--- src/rtl/rrts_pkg.sv ---
// Shared types and constants for the round-robin task scheduler.
// No dependencies; imported by the slot memory and the top level.
`timescale 1ns / 1ps
`default_nettype none

package rrts_pkg;

   // Request codes carried on req_type.
   localparam logic [2:0] REQ_CREATE   = 3'd0;
   localparam logic [2:0] REQ_TICK     = 3'd1;
   localparam logic [2:0] REQ_DISPATCH = 3'd2;
   localparam logic [2:0] REQ_YIELD    = 3'd3;
   localparam logic [2:0] REQ_EXIT     = 3'd4;
   localparam logic [2:0] REQ_GUARD    = 3'd5;

   // Status codes returned on rsp_status.
   localparam logic [1:0] STS_DONE    = 2'd0;
   localparam logic [1:0] STS_IGNORED = 2'd1;
   localparam logic [1:0] STS_FULL    = 2'd2;
   localparam logic [1:0] STS_FAULT   = 2'd3;

   // Time slice length after reset.
   localparam logic [7:0] DEFAULT_TIMESLICE = 8'd5;

   // Life cycle of one task slot.
   typedef enum logic [1:0] {
      RS_UNUSED,
      RS_READY,
      RS_RUNNING,
      RS_EXITED
   } run_state_type;

   // One word of the slot table.
   typedef struct packed {
      run_state_type st;
      logic [7:0]    slice;
      logic          guard;
   } slot_entry_type;

   // Contents of the idle slot after reset.
   localparam slot_entry_type SLOT_RESET = '{st: RS_READY, slice: 8'd0, guard: 1'b0};

endpackage

`default_nettype wire

--- src/rtl/rrts_slot_mem.sv ---
// Slot table memory: one write port, one read port, registered read data.
// Depends on rrts_pkg for the entry type and the reset contents of slot 0.
`timescale 1ns / 1ps
`default_nettype none

module rrts_slot_mem
   import rrts_pkg::*;
#(
   parameter int DEPTH = 16,
   parameter int AW    = 4
) (
   input  wire logic           clock,
   input  wire logic           reset,
   input  wire logic           wr_en,
   input  wire logic [AW-1:0]  wr_addr,
   input  wire slot_entry_type wr_data,
   input  wire logic [AW-1:0]  rd_addr,
   output slot_entry_type      rd_data
);

   slot_entry_type mem [DEPTH];
   slot_entry_type raw_ff;
   logic           zero_valid_ff;
   logic           zero_valid_in;
   logic           rd_zero_ff;

   // Only the idle slot is read before it is written, so it alone carries a valid bit.
   assign zero_valid_in = zero_valid_ff | (wr_en & (wr_addr == '0));

   always_ff @(posedge clock) begin
      if (wr_en) begin
         mem[wr_addr] <= wr_data;
      end
      raw_ff     <= mem[rd_addr];
      rd_zero_ff <= (rd_addr == '0) & ~zero_valid_ff;
      if (reset) begin
         zero_valid_ff <= 1'b0;
      end else begin
         zero_valid_ff <= zero_valid_in;
      end
   end

   // An unwritten idle slot reads as its reset contents.
   assign rd_data = rd_zero_ff ? SLOT_RESET : raw_ff;

endmodule

`default_nettype wire

--- src/rtl/round_robin_task_scheduler.sv ---
// Round-robin task scheduler: sequencer, counters and status around the slot table.
// Depends on rrts_pkg and rrts_slot_mem.
//
//   channel   ports                         direction  handshake
//   request   req_type, req_task_slot       in         start high and busy low
//   result    rsp_*                         out        rsp_valid for one cycle
//   config    csr_wr_en, csr_wr_data        in         write when csr_wr_en high
//
// Create, tick, yield, exit, guard reports and ignored dispatches pass through ST_EXEC, which
// sets rsp_valid through a register. A dispatch that starts a scan passes through ST_SCAN,
// scanning at most task_total slots, one slot table entry per cycle through the read port.
// Reset is synchronous, active high; the slot table itself is not cleared.
// The receiver cannot stall; busy is low again in the cycle rsp_valid is high.
`timescale 1ns / 1ps
`default_nettype none

module round_robin_task_scheduler
   import rrts_pkg::*;
#(
   parameter int MAX_TASKS = 16
) (
   input  wire logic        clock,
   input  wire logic        reset,
   input  wire logic        start,
   output logic             busy,
   input  wire logic [2:0]  req_type,
   input  wire logic [3:0]  req_task_slot,
   output logic             rsp_valid,
   output logic [1:0]       rsp_status,
   output logic [3:0]       rsp_chosen_slot,
   output logic [3:0]       rsp_current_slot,
   output logic             rsp_in_task,
   output logic             rsp_should_yield,
   output logic [4:0]       rsp_runnable_count,
   output logic [4:0]       rsp_task_total,
   output logic [31:0]      rsp_tick_total,
   output logic [31:0]      rsp_dispatch_total,
   output logic [31:0]      rsp_yield_total,
   input  wire logic        csr_wr_en,
   input  wire logic [7:0]  csr_wr_data
);

   localparam int SLOT_W = $clog2(MAX_TASKS);
   localparam int CNT_W  = $clog2(MAX_TASKS + 1);
   localparam int CMP_W  = CNT_W + 4;

   typedef enum logic [1:0] {
      ST_IDLE,
      ST_EXEC,
      ST_SCAN
   } state_type;

   state_type          state_ff, state_in;
   logic [2:0]         op_ff, op_in;
   logic [3:0]         slot_ff, slot_in;
   logic [SLOT_W-1:0]  addr_ff, addr_in;
   logic [CNT_W-1:0]   cnt_ff, cnt_in;
   logic [CNT_W-1:0]   used_ff, used_in;
   logic [CNT_W-1:0]   ready_ff, ready_in;
   logic [SLOT_W-1:0]  running_ff, running_in;
   logic [SLOT_W-1:0]  last_ff, last_in;
   logic               pending_ff, pending_in;
   logic               in_task_ff, in_task_in;
   logic [31:0]        tick_ff, tick_in;
   logic [31:0]        disp_ff, disp_in;
   logic [31:0]        yield_ff, yield_in;
   logic [7:0]         timeslice_ff, timeslice_in;
   logic               rsp_valid_ff, rsp_valid_in;
   logic [1:0]         status_ff, status_in;
   logic [SLOT_W-1:0]  chosen_ff, chosen_in;

   logic               wr_en;
   logic [SLOT_W-1:0]  wr_addr;
   slot_entry_type     wr_data;
   slot_entry_type     rd_data;
   logic [7:0]         slice_nx;
   logic               leave;
   run_state_type      leave_st;
   logic [SLOT_W+3:0]  req_slot_wide;
   logic [SLOT_W+3:0]  chosen_wide;
   logic [SLOT_W+3:0]  running_wide;
   logic [CNT_W+4:0]   ready_wide;
   logic [CNT_W+4:0]   used_wide;

   // Next slot in round-robin order, wrapping at the number of used slots.
   function automatic logic [SLOT_W-1:0] next_slot(input logic [SLOT_W-1:0] cur,
                                                   input logic [CNT_W-1:0]  used);
      logic [CNT_W-1:0] nxt;
      nxt = CNT_W'(cur) + CNT_W'(1);
      if (nxt >= used) begin
         return '0;
      end
      return nxt[SLOT_W-1:0];
   endfunction

   rrts_slot_mem #(
      .DEPTH (MAX_TASKS),
      .AW    (SLOT_W)
   ) u_slot_mem (
      .clock   (clock),
      .reset   (reset),
      .wr_en   (wr_en),
      .wr_addr (wr_addr),
      .wr_data (wr_data),
      .rd_addr (addr_in),
      .rd_data (rd_data)
   );

   assign req_slot_wide = {{SLOT_W{1'b0}}, req_task_slot};
   assign timeslice_in  = csr_wr_en ? csr_wr_data : timeslice_ff;

   // Sequencer: issue the read on accept, then modify and write back the entry.
   always_comb begin
      state_in     = state_ff;
      op_in        = op_ff;
      slot_in      = slot_ff;
      addr_in      = addr_ff;
      cnt_in       = cnt_ff;
      used_in      = used_ff;
      ready_in     = ready_ff;
      running_in   = running_ff;
      last_in      = last_ff;
      pending_in   = pending_ff;
      in_task_in   = in_task_ff;
      tick_in      = tick_ff;
      disp_in      = disp_ff;
      yield_in     = yield_ff;
      rsp_valid_in = 1'b0;
      status_in    = status_ff;
      chosen_in    = chosen_ff;
      wr_en        = 1'b0;
      wr_addr      = addr_ff;
      wr_data      = rd_data;
      slice_nx     = rd_data.slice + 8'd1;
      leave        = 1'b0;
      leave_st     = RS_EXITED;

      unique case (state_ff)
         ST_IDLE: begin
            if (start) begin
               op_in    = req_type;
               slot_in  = req_task_slot;
               state_in = ST_EXEC;
               addr_in  = running_ff;
               if (req_type == REQ_GUARD) begin
                  addr_in = req_slot_wide[SLOT_W-1:0];
               end
               if ((req_type == REQ_DISPATCH) && !in_task_ff && pending_ff) begin
                  addr_in  = next_slot(last_ff, used_ff);
                  cnt_in   = CNT_W'(1);
                  state_in = ST_SCAN;
               end
            end
         end

         ST_EXEC: begin
            state_in     = ST_IDLE;
            rsp_valid_in = 1'b1;
            chosen_in    = running_ff;
            status_in    = STS_IGNORED;
            unique case (op_ff)
               REQ_CREATE: begin
                  if (used_ff < CNT_W'(MAX_TASKS)) begin
                     wr_en      = 1'b1;
                     wr_addr    = used_ff[SLOT_W-1:0];
                     wr_data    = '{st: RS_READY, slice: 8'd0, guard: 1'b0};
                     used_in    = used_ff + CNT_W'(1);
                     ready_in   = ready_ff + CNT_W'(1);
                     pending_in = 1'b1;
                     status_in  = STS_DONE;
                     chosen_in  = used_ff[SLOT_W-1:0];
                  end else begin
                     status_in = STS_FULL;
                  end
               end
               REQ_TICK: begin
                  tick_in = tick_ff + 32'd1;
                  if ((timeslice_ff != 8'd0) && (slice_nx >= timeslice_ff)) begin
                     slice_nx   = 8'd0;
                     pending_in = 1'b1;
                  end
                  wr_en         = 1'b1;
                  wr_addr       = running_ff;
                  wr_data.slice = slice_nx;
                  status_in     = STS_DONE;
               end
               REQ_YIELD: begin
                  if (in_task_ff && (running_ff != '0)) begin
                     leave = 1'b1;
                     if (rd_data.guard) begin
                        leave_st  = RS_EXITED;
                        ready_in  = ready_ff - CNT_W'(1);
                        status_in = STS_FAULT;
                     end else begin
                        leave_st  = RS_READY;
                        yield_in  = yield_ff + 32'd1;
                        status_in = STS_DONE;
                     end
                  end
               end
               REQ_EXIT: begin
                  if (running_ff != '0) begin
                     leave     = 1'b1;
                     leave_st  = RS_EXITED;
                     ready_in  = ready_ff - CNT_W'(1);
                     status_in = STS_DONE;
                  end
               end
               REQ_GUARD: begin
                  if ((slot_ff != 4'd0) && (CMP_W'(slot_ff) < CMP_W'(used_ff))) begin
                     wr_en         = 1'b1;
                     wr_addr       = addr_ff;
                     wr_data.guard = 1'b1;
                     status_in     = STS_DONE;
                  end
               end
               default: begin
                  status_in = STS_IGNORED;
               end
            endcase

            // The running task hands control back to the scheduler.
            if (leave) begin
               wr_en         = 1'b1;
               wr_addr       = running_ff;
               wr_data.st    = leave_st;
               wr_data.slice = 8'd0;
               pending_in    = 1'b1;
               in_task_in    = 1'b0;
               running_in    = '0;
            end
         end

         ST_SCAN: begin
            // Read data belongs to addr_ff, issued in the previous cycle.
            if ((rd_data.st == RS_READY) && (addr_ff != '0)) begin
               state_in     = ST_IDLE;
               rsp_valid_in = 1'b1;
               chosen_in    = addr_ff;
               wr_en        = 1'b1;
               wr_addr      = addr_ff;
               if (rd_data.guard) begin
                  wr_data.st = RS_EXITED;
                  pending_in = 1'b1;
                  ready_in   = ready_ff - CNT_W'(1);
                  status_in  = STS_FAULT;
               end else begin
                  wr_data.st    = RS_RUNNING;
                  wr_data.slice = 8'd0;
                  last_in       = addr_ff;
                  running_in    = addr_ff;
                  disp_in       = disp_ff + 32'd1;
                  pending_in    = 1'b0;
                  in_task_in    = 1'b1;
                  status_in     = STS_DONE;
               end
            end else if (cnt_ff < used_ff) begin
               addr_in = next_slot(addr_ff, used_ff);
               cnt_in  = cnt_ff + CNT_W'(1);
            end else begin
               // No ready task: the idle slot runs.
               state_in     = ST_IDLE;
               rsp_valid_in = 1'b1;
               running_in   = '0;
               pending_in   = 1'b0;
               status_in    = STS_DONE;
               chosen_in    = '0;
            end
         end

         default: begin
            state_in = ST_IDLE;
         end
      endcase
   end

   // State and registered outputs.
   always_ff @(posedge clock) begin
      op_ff     <= op_in;
      slot_ff   <= slot_in;
      addr_ff   <= addr_in;
      cnt_ff    <= cnt_in;
      status_ff <= status_in;
      chosen_ff <= chosen_in;
      if (reset) begin
         state_ff     <= ST_IDLE;
         used_ff      <= CNT_W'(1);
         ready_ff     <= CNT_W'(1);
         running_ff   <= '0;
         last_ff      <= '0;
         pending_ff   <= 1'b1;
         in_task_ff   <= 1'b0;
         tick_ff      <= '0;
         disp_ff      <= '0;
         yield_ff     <= '0;
         timeslice_ff <= DEFAULT_TIMESLICE;
         rsp_valid_ff <= 1'b0;
      end else begin
         state_ff     <= state_in;
         used_ff      <= used_in;
         ready_ff     <= ready_in;
         running_ff   <= running_in;
         last_ff      <= last_in;
         pending_ff   <= pending_in;
         in_task_ff   <= in_task_in;
         tick_ff      <= tick_in;
         disp_ff      <= disp_in;
         yield_ff     <= yield_in;
         timeslice_ff <= timeslice_in;
         rsp_valid_ff <= rsp_valid_in;
      end
   end

   // Result ports, fitted to the fixed port widths.
   assign chosen_wide  = {4'd0, chosen_ff};
   assign running_wide = {4'd0, running_ff};
   assign ready_wide   = {5'd0, ready_ff};
   assign used_wide    = {5'd0, used_ff};

   assign busy               = (state_ff != ST_IDLE);
   assign rsp_valid          = rsp_valid_ff;
   assign rsp_status         = status_ff;
   assign rsp_chosen_slot    = chosen_wide[3:0];
   assign rsp_current_slot   = running_wide[3:0];
   assign rsp_in_task        = in_task_ff;
   assign rsp_should_yield   = in_task_ff & pending_ff;
   assign rsp_runnable_count = ready_wide[4:0];
   assign rsp_task_total     = used_wide[4:0];
   assign rsp_tick_total     = tick_ff;
   assign rsp_dispatch_total = disp_ff;
   assign rsp_yield_total    = yield_ff;

   // A result only follows a cycle of work on an item.
   a_rsp_after_work: assert property (@(posedge clock) disable iff (reset)
      rsp_valid_ff |-> $past(state_ff != ST_IDLE))
      else $error("result strobe without an item in progress");

   // A non-idle task runs exactly when the in-task flag is set.
   a_in_task_match: assert property (@(posedge clock) disable iff (reset)
      in_task_ff == (running_ff != '0))
      else $error("in-task flag disagrees with running slot");

   // Ready count covers the idle slot and never exceeds the used slots.
   a_ready_bounds: assert property (@(posedge clock) disable iff (reset)
      (ready_ff >= CNT_W'(1)) && (ready_ff <= used_ff))
      else $error("ready count out of range");

   // Used slots stay within the table.
   a_used_bounds: assert property (@(posedge clock) disable iff (reset)
      (used_ff >= CNT_W'(1)) && (used_ff <= CNT_W'(MAX_TASKS)))
      else $error("used slot count out of range");

   // The scan never reads more entries than there are used slots.
   a_scan_bound: assert property (@(posedge clock) disable iff (reset)
      (state_ff == ST_SCAN) |-> ((cnt_ff <= used_ff) && (CNT_W'(addr_ff) < used_ff)))
      else $error("scan ran past the used slots");

endmodule

`default_nettype wire
--- config.mk ---
export PLATFORM = sky130hd
export DESIGN_NAME = round_robin_task_scheduler
export DESIGN_NICKNAME = d
export VERILOG_FILES = /design/src/rtl/rrts_pkg.sv /design/src/rtl/rrts_slot_mem.sv /design/src/rtl/round_robin_task_scheduler.sv
export SDC_FILE = /design/constraint.sdc
export NUM_CORES = 1
export LEC_CHECK = 0
export BUFFER_PORTS_ARGS = -buffer_cell sky130_fd_sc_hd__buf_4
export CORE_MARGIN = 5
export CORE_UTILIZATION = 30
export CTS_BUF_LIST = sky130_fd_sc_hd__clkbuf_8
export DETAILED_ROUTE_END_ITERATION = 12
export PLACE_DENSITY_LB_ADDON = 0.15
export SLEW_MARGIN = 20
export SYNTH_ARGS = -nofsm -noshare
export SYNTH_HDL_FRONTEND = slang
export SYNTH_SLANG_ARGS = --single-unit
--- constraint.sdc ---
create_clock -name clock -period 4.9 [get_ports clock]
set_clock_uncertainty 0.15 [all_clocks]
set_input_delay 1.47 -clock clock [delete_from_list [all_inputs] [get_ports clock]]
set_output_delay 1.47 -clock clock [all_outputs]
set_load 0.03 [all_outputs]
# Word-level counts from Yosys, hierarchy flattened
# Memories as Yosys holds them, arrays and structs flattened. A register that Yosys moved wholly into a read port is not among the register bits.
# Cells that the tools add are included.
# Widths: inputs -> output; s select.
# word_totals
rom_bits	0
mem_count	1
output_inout_bits	120
inputBits	19
elab_cells	197
ff_bits	151
latch_bits	0
ram_bits	176
# mem_list
memory	words	width	read_ports	rd_ports_with_merged_regs	wr	line	rtl
u_slot_mem.mem	16	11	1	1	1	rrts_slot_mem.sv:21	slot_entry_type mem [DEPTH];
# classes
n_mux	99
mul	0
n_eq_ne	25
n_reduce_logical	30
bitwise	6
shifts	0
div_mod_pow	0
n_lt_le_gt_ge	6
add_sub_neg	10
# op_table
cell	n
$add 32x1->32 const B	3
$mux 4	19
$mux 5	9
$mux 1	33
$pmux 4 s2	4
$mux 2	12
$mux 11	2
$mux 10	2
$pmux 10 s2	1
$pmux 5 s2	2
$mux 8	2
$pmux 8 s2	1
$add 5x1->5 const B	3
$ne 3x3->1 const B	5
$pmux 5 s3	1
$ne 2x2->1 const B	7
$pmux 1 s2	7
$reduce_and 4->1	3
$reduce_bool 4->1	3
$add 4x1->5 const B	2
$ge 5x5->1	2
$pmux 2 s5	1
$reduce_and 5->1	2
$eq 3x3->1 const B	3
28 further kinds	47

# Longest topological paths before layout
# depth
word_depth	12
ltp_mapped	15
mapped_depth_nobuf	13

# By module
# From an unflattened synthesis, not the netlist that was laid out.
# hier_totals
cells_unflattened	1264
area_unflattened_um2	15169.5
# modules_own_cells
module	area_per_inst_um2	cells_per_inst	n_inst	seq_area_each_um2
round_robin_task_scheduler	7937.6	920	1	3163.0
rrts_slot_mem	7231.9	344	1	5545.3

# Worst setup path after synthesis
# OpenSTA, ideal clock, no wires.
# synth_path
kind	input-to-reg
from	input port start
to	register u_slot_mem.raw_ff[0] (netlist name)
setup_slack_ns	1.124
arrival_ns	3.495
required_ns	4.619
n_path_buf	3
setup_ns	0.131
stages	12
path_cell_list	nand2_1 clkinv_1 a21oi_1 nand2_1 and3_1 buf_6 and2_4 buf_8 buf_6 mux2_4 o2111ai_1 nand4_1
# synth_between
elab_chain_len	2
# synth_lines
item	line	rtl
start, declared	round_robin_task_scheduler.sv:24	input wire logic start,
$mux 4	round_robin_task_scheduler.sv:140	if (start) begin
$pmux 4 s2	round_robin_task_scheduler.sv:138	unique case (state_ff)
# Every way passes these cells.
# A chain may end at the register's enable or synchronous reset.

# Worst setup path in the final report
# layout_path
from	register addr_ff[0]
to	register u_slot_mem.raw_ff[8] (netlist name)
# layout_between
elab_chain_len	10
elab_cells_between_ends	13
classes_between	add/sub: 1; order compare: 1; mux: 9; reduce/logical: 2
# layout_lines
item	line	rtl
start, declared	round_robin_task_scheduler.sv:56	logic [SLOT_W-1:0] addr_ff, addr_in;
start signal, assigned	round_robin_task_scheduler.sv:281	addr_ff <= addr_in;
$add 4x1->5	round_robin_task_scheduler.sv:89	nxt = CNT_W'(cur) + CNT_W'(1);
$ge 5x5->1	round_robin_task_scheduler.sv:90	if (nxt >= used) begin
$mux 1	round_robin_task_scheduler.sv:90	
$mux 1	round_robin_task_scheduler.sv:257	end else if (cnt_ff < used_ff) begin
$mux 1	round_robin_task_scheduler.sv:236	if ((rd_data.st == RS_READY) && (addr_ff != '0)) begin
$mux 1	round_robin_task_scheduler.sv:138	
$mux 4	round_robin_task_scheduler.sv:93	return nxt[SLOT_W-1:0];
$mux 4	round_robin_task_scheduler.sv:257	
$mux 4	round_robin_task_scheduler.sv:236	
$pmux 4 s2 *	round_robin_task_scheduler.sv:138	
# Mark *: on every way between the ends. The rest lies on a longest branch, timed or not. The select of a mux whose other input is x is not followed.

==> results by group <==
Outcome
  • Run status: finished clean

Pwr
  • Leakage: 0.007001 uW
  • VDD IR max: roughly 0.20 mV
  • Power per cell area: 328.9 nW/um2

Global routing
  • Antenna violations before repair: 0
  • First-pass GRT wire length: between 60 and 70 mm
  • Overall global routing resource usage: 0.1454
  • Vias in the first global route: around 11000
  • Largest net degree at the start of global routing: 50
  • GRT Residual Overflow: 0

Timing
  • RSZ-0062 raised after global routing: no
  • Worst slew margin: 0.3781
  • Final worst path period need: between 4 and 5 ns
  • Final Max Slew Viols: 0
  • Fmax: 240.4 MHz
  • Final-report hold violation count: 0
  • PnR worst setup slack: 0.7399 ns
  • Setup TNS Final: 0 ns
  • Setup-failing EPs final: 0
  • Period Utilization, post-route: 0.8490
  • Least-Margin Pin Slew: roughly 0.93 ns

Critical path
  • R2R Path Start: addr_ff[0]$_DFF_P_
  • Worst R2R End: u_slot_mem.raw_ff[8]$_DFF_P_
  • Crit path to: u_slot_mem.raw_ff[8]$_DFF_P_
  • Worst setup SP type: flip-flop
  • Worst Path Class, Setup: reg2reg
  • Critical Path Most Common Cell: ha_1
  • Flop-to-flop setup slack: 0.74 ns
  • Worst path slowest cell: dfxtp_1
  • Reg2Reg Depth: 14
  • CP Capture Type: flip-flop
  • Critical Path Max Stage Delay: approximately 0.59 ns
  • Data arrival, critical path: between 4 and 5 ns
  • CP Cell Sequence: ha_1, nand2b_1, nand2_1, ha_1, a211oi_1, nor2_1, or4_1, mux2_4, and2_4, inv_2, buf_4, a221o_1, o2111ai_1, nand4_1
  • WP data required: 5.33 ns
  • Critical path fanouts, max: 45
  • Critical Path Start: addr_ff[0]$_DFF_P_

Synth
  • Post-Synth XOR/XNOR Area: 0.05420
  • Post-synthesis mux area share: 0.05388
  • Synth cell types: about 70
  • Register area share after synthesis: 0.5556
  • Synth area leader: edfxtp_1
  • Post-synthesis compound-gate area fraction: 0.1180
  • Post-synthesis simple-gate area fraction: 0.1556
  • Post-synth top area share: 0.3716
  • Mapped Cells: 1386
  • Async S/R FF share, synth: 0
  • Largest cells by area after synthesis: edfxtp_1, dfxtp_1, nor2_1
  • Synth warnings: 0
  • Post-synthesis register bit count: roughly 340
  • Most used DFF post-synth: edfxtp_1
  • Syn avg cell area: ~11 um2
  • Main combinational cell family by area after synthesis: simple AND/OR/NAND/NOR gates
  • EDFF count, synth: just under 200
  • Syn Nets: 1444
  • Mapped Area: 15680 um2
  • Post-synthesis adder-cell area fraction: 0.03113

Floorplanning
  • Initial Utilization: 0.3043
  • Die area: 56920 um2
  • Count of boundary I/O pins: between 100 and 150
  • Core ar.: around 52000 um2
  • FP Rows: 83
  • Die height: around 240 um
  • Die W: 238.6 um

Clocking
  • TritonCTS clock tree: yes
  • Setup bufs post-CTS: 0
  • Clock Latency Late Sink: around 0.66 ns
  • CTS Hold Buffers Added: 0
  • Post-CTS Resized: 0
  • H-tree depth: 2
  • Worst-path clk slew: around 0.060 ns
  • TritonCTS buffer count: 60
  • CTS Sinks: 338
  • Clock Path Buffers: 3
  • Root buf cell: clkbuf_8

Place
  • Final GP Congestion: 0.8326
  • Placed inst area: approximately 18000 um2
  • Hpwl dp: around 30 mm
  • Pre-CTS WS: between 0.6 and 0.7 ns
  • IO Port Bufs: around 140

Route
  • DR vias/cell: about 5
  • Via count: 11430
  • Detail Route Antenna Nets: 0
  • DRC errors left: 0
  • Post-Route WL: 42.73 mm
  • DR iter-0 viols: just under 800
  • Drt first pass iters: 5
  • Routed len/inst: between 15 and 20 um

Hold path
  • Hold Crit Class: reg2reg
  • Min-delay src: u_slot_mem.zero_valid_ff$_SDFF_PP0_

Cells and area
  • # diodes: 0
  • Nets: 1610
  • Area grow syn2layout: 19.38%
  • Share of cells above drive strength 1: 0.1978
  • Final instance area: ~19000 um2
  • Commonest non-fill, non-tap cell in the layout: edfxtp_1
  • Most frequent cells in the layout: edfxtp_1, buf_4, nor2_1

Run
  • Max_cap viols: 0
-- cell families (layout without fill, tap and decap cells) --
group,after synthesis,after routing
XOR/XNOR,97,97
adder cells (fa/ha/maj),39,39
AO/OA/AOI/OAI,244,244
multiplexers,67,67
buffers and inverters,114,331
flip-flops,338,338
AND/OR/NAND/NOR,487,487
-- critical path, delay by kind of cell (launching register included) --
kind                     cells  cell delay, ns
AO/OA/AOI/OAI                3            0.55
adder cells (fa/ha/maj)      2            0.54
flip-flops                   1            0.59
buffers and inverters        2            0.66
multiplexers                 1            0.45
AND/OR/NAND/NOR              6            1.13
-- metrics by stage --
stage	utilization	hold WS, ns	power [uW]	instances
global route	0.3633	0.3253	6453	2283
global placement	0.3409	0.2849	3700	2170
finish	0.3633	0.2953	6155	2283
CTS	0.3633	0.2892	6274	2283
detailed placement	0.3409	0.2774	3709	2170
floorplan	-	0.2491	3522	1386
-- where the power goes --
group	total, uW	switching (uW)	internal, uW
Combinational	517	333	184
Clock	2510	1210	1300
Sequential	3130	52.1	3080
-- cells in the mapped netlist (8+ instances only) --
| cell | n |
|---|---|
| a21oi_1 | 41 |
| a221o_1 | 45 |
| a22o_1 | 12 |
| a31oi_1 | 9 |
| and2_1 | 10 |
| and3_1 | 71 |
| clkbuf_1 | 59 |
| dfxtp_1 | 144 |
| edfxtp_1 | 194 |
| ha_1 | 39 |
| inv_1 | 35 |
| mux2_1 | 9 |
| mux2_4 | 31 |
| mux2i_1 | 21 |
| nand2_1 | 76 |
| nand2b_1 | 16 |
| nand3_1 | 62 |
| nand4_1 | 26 |
| nor2_1 | 154 |
| nor2b_1 | 8 |
| nor3_1 | 17 |
| nor4_1 | 9 |
| o2111ai_1 | 46 |
| o21ai_0 | 39 |
| or3_1 | 16 |
| xnor2_1 | 33 |
| xor2_1 | 64 |
-- registers in the layout, summed over array words and instances (netlist names), 5 cells and up --
| register | count |
|---|---|
| rsp_yield_total | 32 |
| timeslice_ff | 8 |
| rsp_task_total | 5 |
| cnt_ff | 5 |
| u_slot_mem.raw_ff | 11 |
| rsp_tick_total | 32 |
| rsp_dispatch_total | 32 |
| rsp_runnable_count | 5 |
| u_slot_mem.mem | 176 |
-- area by class of cell --
cell class              instances  area (um2)
inverters                      38       142.6
repair buffers                180        1351
clock inverters                47       242.7
clock buffers                  66       908.4
multi-input cells             934        6509
flip-flops and latches        338        8708
fillers                      5130       32800
well taps                     680       850.8
-- metal layers --
metal	vias up	GRT usage	wire, um
li1	5535	-	-
met1	5520	0.2046	20190
met2	300	0.2223	18850
met3	70	0.03449	2761
met4	0	0.04539	927
met5	-	0	0
-- worst min-delay path by stage --
stage	slack, ns	to	cells past startpoint
floorplan	0.25	u_slot_mem.rd_zero_ff$_DFF_P_	1
global placement	0.28	u_slot_mem.rd_zero_ff$_DFF_P_	1
detailed placement	0.28	u_slot_mem.rd_zero_ff$_DFF_P_	1
CTS	0.29	u_slot_mem.rd_zero_ff$_DFF_P_	1
global route	0.33	u_slot_mem.rd_zero_ff$_DFF_P_	1
finish	0.30	u_slot_mem.rd_zero_ff$_DFF_P_	1
No activity file was read; power rests on OpenSTA's default activity.
